### src/hdl/hsp_pkg.sv
// ----------------------------------------------------------------------------
// hsp_pkg
// Shared types and constants for the hull support point block.
// ----------------------------------------------------------------------------
package hsp_pkg;

    localparam int MAX_VERTICES = 1024;
    localparam int FRAC_BITS    = 16;
    localparam int IDX_W        = $clog2(MAX_VERTICES);
    localparam int CNT_W        = IDX_W + 1;

    typedef enum logic [1:0] {
        OP_LOAD_VERTEX = 2'd0,
        OP_LOAD_PLACE  = 2'd1,
        OP_LOAD_INV    = 2'd2,
        OP_QUERY       = 2'd3
    } opcode_t;

    // Multiply-accumulate source select
    typedef enum logic [1:0] {
        SRC_INV   = 2'd0,
        SRC_SCORE = 2'd1,
        SRC_PLACE = 2'd2
    } src_t;

    typedef enum logic [3:0] {
        ST_IDLE,
        ST_INV_MUL,
        ST_INV_SUM,
        ST_SCAN_RD,
        ST_SCAN_MUL,
        ST_SCAN_SUM,
        ST_SCAN_CMP,
        ST_BEST_RD,
        ST_PLACE_MUL,
        ST_PLACE_SUM,
        ST_OUT
    } state_t;

    // Commands from controller to datapath
    typedef struct packed {
        logic       load_in;      // capture input transaction
        logic       write_store;  // perform a load
        logic       start_scan;   // clear scan state
        src_t       src;
        logic [1:0] row;          // matrix row for transforms
        logic       mul;          // register products
        logic       sum;          // register saturated sum
        logic       rd_vertex;    // read store at scan index
        logic       rd_best;      // read store at best index
        logic       compare;      // score against best
        logic       set_out;      // latch result
    } cmd_t;

    // Status from datapath to controller
    typedef struct packed {
        logic is_query;
        logic scan_done;
    } status_t;

    function automatic logic signed [31:0] sat32(input logic signed [65:0] v);
        if (v > 66'sd2147483647)
            return 32'sh7fffffff;
        else if (v < -66'sd2147483648)
            return 32'sh80000000;
        else
            return v[31:0];
    endfunction

endpackage

### src/hdl/hsp_ctrl.sv
// ----------------------------------------------------------------------------
// hsp_ctrl
// Sequencer: loads, inverse transform, vertex scan, placement, result.
// ----------------------------------------------------------------------------
module hsp_ctrl
    import hsp_pkg::*;
(
    input  logic    clk,
    input  logic    rst_n,
    input  logic    in_valid,
    output logic    in_ready,
    input  logic    out_valid,
    input  logic    out_ready,
    input  status_t status,
    output cmd_t    cmd
);

    state_t     state_reg, state_next;
    logic [1:0] row_reg, row_next;

    // State register
    always_ff @(posedge clk or negedge rst_n)
    begin
        if (!rst_n)
        begin
            state_reg <= ST_IDLE;
            row_reg   <= '0;
        end
        else
        begin
            state_reg <= state_next;
            row_reg   <= row_next;
        end
    end

    // Next state and commands
    always_comb
    begin
        state_next = state_reg;
        row_next   = row_reg;
        cmd        = '0;
        cmd.row    = row_reg;
        in_ready   = 1'b0;
        unique case (state_reg)
            ST_IDLE:
            begin
                // result register must be free before a new transaction is taken
                in_ready = !out_valid || out_ready;
                if (in_valid && in_ready)
                begin
                    cmd.load_in = 1'b1;
                    cmd.write_store = 1'b1;
                    if (status.is_query)
                    begin
                        state_next = ST_INV_MUL;
                        row_next   = '0;
                    end
                end
            end
            ST_INV_MUL:
            begin
                cmd.src = SRC_INV;
                cmd.mul = 1'b1;
                state_next = ST_INV_SUM;
            end
            ST_INV_SUM:
            begin
                cmd.src = SRC_INV;
                cmd.sum = 1'b1;
                if (row_reg == 2'd2)
                begin
                    cmd.start_scan = 1'b1;
                    state_next = ST_SCAN_RD;
                end
                else
                begin
                    row_next = row_reg + 2'd1;
                    state_next = ST_INV_MUL;
                end
            end
            ST_SCAN_RD:
            begin
                if (status.scan_done)
                begin
                    cmd.rd_best = 1'b1;
                    state_next = ST_BEST_RD;
                end
                else
                begin
                    cmd.rd_vertex = 1'b1;
                    state_next = ST_SCAN_MUL;
                end
            end
            ST_SCAN_MUL:
            begin
                cmd.src = SRC_SCORE;
                cmd.mul = 1'b1;
                state_next = ST_SCAN_SUM;
            end
            ST_SCAN_SUM:
            begin
                cmd.src = SRC_SCORE;
                cmd.sum = 1'b1;
                state_next = ST_SCAN_CMP;
            end
            ST_SCAN_CMP:
            begin
                cmd.compare = 1'b1;
                state_next = ST_SCAN_RD;
            end
            ST_BEST_RD:
            begin
                row_next = '0;
                state_next = ST_PLACE_MUL;
            end
            ST_PLACE_MUL:
            begin
                cmd.src = SRC_PLACE;
                cmd.mul = 1'b1;
                state_next = ST_PLACE_SUM;
            end
            ST_PLACE_SUM:
            begin
                cmd.src = SRC_PLACE;
                cmd.sum = 1'b1;
                if (row_reg == 2'd2)
                    state_next = ST_OUT;
                else
                begin
                    row_next = row_reg + 2'd1;
                    state_next = ST_PLACE_MUL;
                end
            end
            ST_OUT:
            begin
                cmd.set_out = 1'b1;
                state_next = ST_IDLE;
            end
            default:
                state_next = ST_IDLE;
        endcase
    end

endmodule

### config.mk
export PLATFORM = sky130hd
export DESIGN_NAME = hsp_ctrl
export DESIGN_NICKNAME = d
export VERILOG_FILES = /design/src/hdl/hsp_pkg.sv /design/src/hdl/hsp_ctrl.sv
export SDC_FILE = /design/constraint.sdc
export NUM_CORES = 1
export LEC_CHECK = 0
export BUFFER_PORTS_ARGS = -buffer_cell sky130_fd_sc_hd__buf_2
export CORE_UTILIZATION = 35
export CTS_CLUSTER_SIZE = 20
export DETAILED_ROUTE_END_ITERATION = 10
export PLACE_DENSITY_LB_ADDON = 0.12
export SYNTH_ARGS = -nofsm -noshare
export SYNTH_HDL_FRONTEND = slang
export SYNTH_SLANG_ARGS = --single-unit
### constraint.sdc
create_clock -name clk -period 1.6 [get_ports clk]
set_input_delay 0 -clock clk [delete_from_list [all_inputs] [get_ports clk]]
set_output_delay 0 -clock clk [all_outputs]
set_load 0.03 [all_outputs]
# Yosys cells after proc, flatten, opt, wreduce, memory -nomap -nowiden

Index checks and enable logic that the tools add are counted.

Reduce and logical (&&, ||, !) cells: 12
Muxes and demuxes: 23
$add $sub $neg: 1
Equal/unequal tests: 14

Operators by type and width:

| cell                                                            | count |
|---|---|
| 4-bit one-hot mux with 10 select lines                          | 1 |
| 2-bit two-way mux                                               | 9 |
| 4-bit by 3-bit == test with 1-bit output, second input constant | 4 |
| 4-bit == test, second input constant                            | 3 |
| 1-bit two-way mux                                               | 9 |
| 4-bit by 2-bit == test with 1-bit output, second input constant | 2 |
| 4-bit two-way mux                                               | 2 |
| 2-bit inequality test, second input constant                    | 3 |
| 2-bit one-hot mux with 3 select lines                           | 1 |
| 2-bit OR reduction                                              | 3 |
| 3-bit OR reduction                                              | 2 |
| 4-bit by 1-bit == test with 1-bit output, second input constant | 1 |
| 4-bit zero test                                                 | 1 |
| 2-bit one-hot mux with 2 select lines                           | 1 |
| 4-bit AND reduction                                             | 1 |
| 3-bit nonzero test                                              | 1 |
| 2-bit by 1-bit adder with 2-bit output, second input constant   | 1 |
| 2-bit == test, second input constant                            | 1 |
| 2-bit AND reduction                                             | 1 |
| 1-bit logical AND                                               | 1 |
| 1-bit zero test                                                 | 1 |
| 1-bit logical OR                                                | 1 |

Output and inout port bits: 14
Bits in registers: 6
Input bits: 7

# Longest topological paths before layout

Gate-level depths: netlist of run 1.

Depth after elaboration: 5
Mapped depth: 5

# Worst setup path before layout of run 1

No wires, ideal clock.

Path kind: register to output
Start point: reg state_reg[3]
End point: out cmd[2] (netlist bit)
Data arrival time: 1744 ps
Path slack: -144 ps
Data required time: 1600 ps
Cell stages (with the launch flop): 4
Path buffers: 2
Path through: dfrtp_1 -> buf_4 -> buf_2 -> nor4b_1

RTL lines:

| element                  | line           | source |
|---|---|---|
| start: declaration       | hsp_ctrl.sv:18 | `state_t state_reg, state_next;` |
| start signal: assignment | hsp_ctrl.sv:31 | `state_reg <= state_next;` |
| end: declaration         | hsp_ctrl.sv:15 | `output cmd_t cmd` |

==> summary.md, run 1 <==
The worst setup path is launched from a register. For the final routed database, the setup TNS stands at 0 ns. In the final routed layout, each cell accounts on average for 12.4 um.

The starting density of the core is 0.397. In this run, synthesis produced a sequential element count of 6. The flip-flop count of the largest register, all copies and words added works out to 4. In this run the top signal layer used is met4.

The number of clock sinks was 6. Number of buffers created by CTS: 3. The reg-to-reg startpoint is row_reg[0]. The global-route wire length before repair is 1880 um, and the total power density per cell area is 2350 nW/um^2. Measured along the y axis, the die boundary spans 41.4 um. For the pin with the worst max-slew slack, the measured transition is 0.263 ns. Largest net degree at the start of global routing: 13.

For the number of global-route vias before repair, the log shows 441. Summing over every cut layer, the via total after detailed routing is 547. Timing would allow up to 661 MHz. Buffers placed on the I/O ports in this run total 20. The total global-route track usage was 0.170. The floorplan step defined a die boundary enclosing 1710 um^2. After legalization and detailed placement, the total HPWL measured 951 um.

The clock passes through at most 2 buffers. The fraction of the yosys area taken by sequential cells is 0.276. Worst slew margin relative to its limit: 0.824. For this design the top-level I/O count stands at 21. The final global-route overflow total was 0. The start-to-end type of the worst setup path was register to output pin. The pre-antenna-repair detailed-routing pass consisted of 3 iterations. The number of pins exceeding their max-slew limit in the final report is 0, and the number of failing hold endpoints at the final stage is 0. The via density per instance is 5.47. Post-route core utilization: 0.506. The tools report the leakage power figure as 0.354 nW. Met2 wirelength from detailed routing: 584 um.

Leaving out fill and tap cells, the most frequent cell in the layout is sky130_fd_sc_hd__buf_2. Setup repair after global routing left no endpoint under its margin. The repair_antennas step left the layout with diodes totalling 0. From synthesis to final layout, the design area changed by 27.4%.

The critical path starts at state_reg[1]. The detailed router's first-iteration violation count was 7; the global placer's final weighted congestion was 0.739. The data required time of the worst path was 1.60 ns. The routed design has 1240 um of wire. Across the VDD grid, the largest voltage drop is 0.00112 V. After clock tree synthesis, the clock-pin slew on the worst setup and hold paths is 0.05 ns. In this run the cell area of the synthesized design comes to 543 um^2. The run gives 1370 um^2 as the area inside the core boundary. In this run the worst path has a maximum fanout of 9.

The count of buffer and inverter cells on the critical path is 1. The tools report the root buffer cell as sky130_fd_sc_hd__clkbuf_4. Across all register-to-register paths, the minimum setup slack is 0.21 ns.

The final period utilization is 0.946, and the width of the chip is 41.4 um. The largest single stage delay on the critical path is 0.47 ns. The kind of capture point of the worst setup path is an output pin. The DRC violation count after routing is 0. The number of antenna violations at the first check in global routing was 0.

For this run, the number of Yosys warnings is 0. Setup violations remaining at the end of the flow were counted as 0. In this run the worst hold path is classified as input pin to asynchronous set/reset pin. The slowest stage of the critical path is the sky130_fd_sc_hd__dfrtp_2 cell.

For this block, wires on met1 add up to 567 um. Measured in cells, the most critical reg-to-reg path has a length of 5. STA puts the critical path data arrival time at 1.51 ns.

The tools report the clock latency at the later pin of the worst-skew pair as 0.24 ns. The number of rows in the core area is 13, and the post-layout net count is 95. The share of cells above drive strength 1 was 0.459; the count of maximum capacitance violations was 0. Between clock sinks in the finished design, the worst skew comes to 0.00637 ns. The worst path needs 1.51 ns of the cycle, external delays included. The total stage count of the critical path is 4.

The remaining antenna violation count after routing was 0. For the H-tree depth, the log shows 1. The worst register-to-register path ends at row_reg[0].

The run finished with clean final reports. The endpoint of the worst setup timing path was cmd[4]. The cell count after synthesis was 64. TritonCTS built the clock tree. The tools report the post-CTS setup-driven buffer insertion count as 0.

Wire segments on met3 add up to 76 um in the final route. In the layout the commonest cells are sky130_fd_sc_hd__buf_2 (20), sky130_fd_sc_hd__nor2_1 (10), sky130_fd_sc_hd__nand2b_1 (4), sky130_fd_sc_hd__dfrtp_1 (4). The net count of the mapped netlist was 72. Walking the worst path, the cells encountered are nand2b_1, mux2_2, o22ai_1, buf_2.

In this run the mean area of a mapped cell was 8.48 um^2. Category of cells accounting for the largest share of critical-path delay: flip-flops. After synthesis, the netlist uses 30 different library cells.
## cells in the mapped netlist (all sizes together)
library cell | n | area [um^2]
a211o | 1 | 8.76
a21oi | 3 | 15.0
and2 | 1 | 6.26
and2b | 1 | 7.51
and3 | 2 | 12.5
buf | 6 | 41.3
dfrtp | 6 | 150
ha | 1 | 12.5
inv | 3 | 11.3
mux2 | 2 | 22.5
mux2i | 2 | 20.0
nand2 | 4 | 22.5
nand2b | 6 | 52.6
nand3 | 1 | 5.00
nand3b | 2 | 15.0
nor2 | 11 | 43.8
nor4 | 1 | 6.26
nor4b | 1 | 8.76
o21ai | 3 | 15.0
o221ai | 1 | 15.0
o22ai | 3 | 25.0
o31a | 1 | 8.76
o32ai | 1 | 8.76
xor2 | 1 | 8.76
## metal layers
metal  GRT usage  vias up
met2       0.238       20
met1       0.230      257
met5           0        -
met4      0.0403        0
li1            -      268
met3      0.0851        2
## how the worst min path moves through the flow
stage	end	slack (ns)	cells past startpoint
after CTS	row_reg[0]	0.1	2
after global routing	row_reg[0]	0.11	2
after floorplan	row_reg[0]	-0.30	0
final	row_reg[0]	0.11	2
after global placement	row_reg[0]	-0.17	1
after detailed placement	row_reg[0]	-0.17	1
## cells by family after synthesis
group           share of synthesized area
fa+ha+maj                          0.0230
flops                               0.276
simple gates                        0.332
mux                                0.0783
buf+inv                            0.0968
xor+xnor                           0.0161
compound gates                      0.177
## report_power, final
part | internal, mW | switching, mW | total, mW
clock | 0.0847 | 0.0523 | 0.137
combinational | 0.442 | 0.698 | 1.14
sequential | 0.229 | 0.123 | 0.352
total | 0.755 | 0.873 | 1.63
## stage by stage
stage | cells | hold slack [ns] | cell area [um^2] | setup slack, ns | total power [mW]
CTS | 100 | 0.0980 | 689 | 0.0234 | 1.63
global route | 100 | 0.114 | 692 | 0.0114 | 1.78
finish | 100 | 0.113 | 692 | 0.0868 | 1.63
global placement | 96 | -0.173 | 657 | 0.281 | 1.48
floorplan | 64 | -0.296 | 557 | 0.0771 | 1.25
detailed placement | 96 | -0.174 | 657 | 0.216 | 1.48
## layout make-up
cell class              count  area, um^2
fillers                   141         674
multi-input cells          49         354
flip-flops and latches      6         153
repair buffers             24         133
clock buffers               3        22.5
well taps                  15        18.8
inverters                   3        11.3
## timing repair
item	in CTS	in global routing
hold buffers	1	0
hold endpoints to repair	6	0
resized for setup	0	3
setup endpoints to repair	0	5
(Power assumes the default switching activity.)
==> run 2, diff against run 1 <==
- BUFFER_PORTS_ARGS: -buffer_cell sky130_fd_sc_hd__buf_2 -> -buffer_cell sky130_fd_sc_hd__buf_4
==> run 2 against run 1 <==
Net effect:
- power rose by 2.9%
- worst hold slack better by 0.0048 ns
- design area rose by 7.1%
- critical endpoint unchanged
- largest power group unchanged
- highest routed layer unchanged
==> summary.md, run 2 (synthesized netlist as in run 1, its figures left out) <==
Critical path startpoint category: a register. The number of I/O port buffers is 20 (unchanged), and the vertical die dimension is 41.4 um (unchanged). Accumulated negative setup slack: 0 ns (unchanged). The tools report the worst hold slack as 0.118 ns (+0.00480 ns).

The library cell used most frequently in the layout, excluding fill and tap cells, is sky130_fd_sc_hd__buf_4. The worst setup path is of the register to output pin kind. The tools report the number of antenna repair diodes as 0 (unchanged).

The share of cells above drive strength 1 was 0.447 (-0.0118). The critical path's largest stage delay is 0.49 ns (+0.02 ns), and the post-CTS setup-driven buffer insertion count is 0 (unchanged). The top achievable clock speed was 664 MHz (+0.46%); the global-route wire length before repair was 1550 um (-18%).

The worst slew margin relative to its limit was 0.768 (-0.0568); the number of failing hold endpoints at the final stage was 0 (unchanged). The width of the chip was 41.4 um (unchanged); the worst-case reg-to-reg path depth was 5 (unchanged). The type of the tightest min-delay check is input pin to asynchronous set/reset pin. The tools report the number of rows in the core area as 13 (unchanged). The critical path's slowest cell was sky130_fd_sc_hd__dfrtp_1.

Traced cell by cell, the critical path runs through nand2b_4, mux2_2, o22ai_1, buf_4. Die area: 1710 um^2 (unchanged). Final global-route overflow total: 0 (unchanged).

For the data required time of the worst path, the log shows 1.60 ns (about the same). Setup repair after global routing left no endpoint under its margin. The count of boundary I/O pins is 21 (unchanged). The maximum fanout encountered on the critical timing path was 9 (unchanged).

Clock transition at the registers of the reported paths: 0.04 ns (about the same). The logs give 6 (unchanged) for the number of clock sinks and 1.51 ns (about the same) for the data arrival time of the worst path. For the flop-to-flop setup slack, the log shows 0.22 ns (about the same). The H-tree depth was 1 (unchanged). The pre-CTS setup slack was 0.216 ns (+0.000449 ns); the number of pins exceeding their max-slew limit in the final report was 0 (unchanged).

The tools report the detailed router's first-iteration violation count as 10 (+3). The tools report the post-layout worst setup margin as 0.0937 ns (+0.00689 ns). For the area inside the core boundary, the log shows 1370 um^2 (unchanged). The run gives 1110 um (-11%) as the final wirelength. The post-layout minimum cycle time is 1.51 ns (-0.00689 ns), and the flip-flop count of the largest register, all copies and words added is 4 (unchanged). The transition time at the pin with the least slew margin was 0.349 ns (+0.0860 ns).

The via count was 527 (-3.7%). The tools report the total global-route track usage as 0.138 (-0.0316). The logs give 0.362 nW (+2.3%) for the leakage power figure and 0 (unchanged) for the count of final setup violators. The reg-to-reg startpoint is row_reg[0].

The per-cell routed wire length was 11.1 um (-11%). The largest net degree at the start of global routing is 13 (unchanged), and the maximum clock insertion buffer count is 2 (unchanged). The remaining antenna violation count after routing is 0 (unchanged).

The number of buffers created by CTS is 3 (unchanged). The total power density per cell area came out at 2260 nW/um^2 (-3.9%). The total power consumption of the routed design came out at 1.68 mW (+2.9%). Number of antenna violations at the first check in global routing: 0 (unchanged). The run finished with clean final reports.

The starting density of the core is 0.397 (unchanged), and the final HPWL from detailed placement is 889 um (-6.6%). The tools report the capture instance of the worst register-to-register path as row_reg[0]. The via density per instance came out at 5.27 (-3.7%). The maximum clock skew at final layout is 0.00248 ns (-0.00388 ns).

The number of standard cells in the final layout excluding fillers is 100 (unchanged), and the final period utilization is 0.941 (-0.00431). STA classifies the critical path endpoint as an output pin. The top cell types in the final layout, fill and taps aside, are sky130_fd_sc_hd__buf_4 (23), sky130_fd_sc_hd__nor2_1 (10), sky130_fd_sc_hd__dfrtp_1 (5). The root buffer cell is sky130_fd_sc_hd__clkbuf_4. Relative to the synthesized area, the layout overhead comes to 36.4%. The number of global-route vias before repair is 391 (-11%), and the maximum vdd drop is 0.00110 V (-2.1%).

The global placer's final weighted congestion was 0.769 (+4.1%); the number of detailed-route iterations in the first pass was 5 (+2). The tools report the post-layout net count as 95 (unchanged). TritonCTS built the clock tree. The DRC violation count after routing came out at 0 (unchanged). The cell count after placement was 96 (unchanged); the clock latency at the later pin of the worst-skew pair was 0.23 ns (about the same).

The run gives 0 (unchanged) as the count of maximum capacitance violations.
run 2: cell counts in the layout (fill, tap and decap cells not counted):
No cell type changed its count.
run 2: how the worst max path moves through the flow:
| stage | from | to | slack [ns] |
|---|---|---|---|
| floorplan | row_reg[0] | row_reg[0] | 0.08 |
| global placement | row_reg[0] | row_reg[0] | 0.27 |
| detailed placement | row_reg[0] | row_reg[0] | 0.22 |
| CTS | state_reg[1] | cmd[4] | 0.07 |
| global route | state_reg[0] | cmd[4] | 0.02 |
| finish | state_reg[0] | cmd[4] | 0.09 |
run 2: where the power goes:
group          switching (mW)  internal, mW  leakage (nW)
Sequential              0.120         0.226        0.0749
Combinational           0.690         0.515         0.273
Clock                  0.0412        0.0839        0.0138
run 2: critical path, delay by kind of cell, from the launching register on:
kind	cells	cell delay, ns
AOI/OAI and AO/OA	1	0.13
DFF	1	0.49
muxes	1	0.26
buffers and inverters	1	0.18
and+or+nand+nor	1	0.22
run 2: stage by stage:
step            util  instance area, um^2
3_5_place_dp   0.517                  707
5_1_grt        0.542                  741
4_1_cts        0.541                  739
3_3_place_gp   0.517                  707
2_1_floorplan      -                  557
6_report       0.542                  741
run 2: per-layer routing:
layer,GRT usage,routed length (um),vias up
met2,0.234,551,20
li1,-,-,272
met3,0.0426,81,2
met5,0,0,-
met4,0.0403,9,0
met1,0.167,467,233
run 2: cell type report:
type	count	area [um^2]
repair buffers	24	183
well taps	15	18.8
inverters	3	11.3
clock buffers	3	22.5
flip-flops and latches	6	151
fillers	140	626
multi-input cells	49	354
run 2: what timing repair did:
item                       CTS  global route
gates resized for setup      0             1
setup endpoints to repair    0             1
hold buffers                 1             0
hold endpoints to repair     6             0
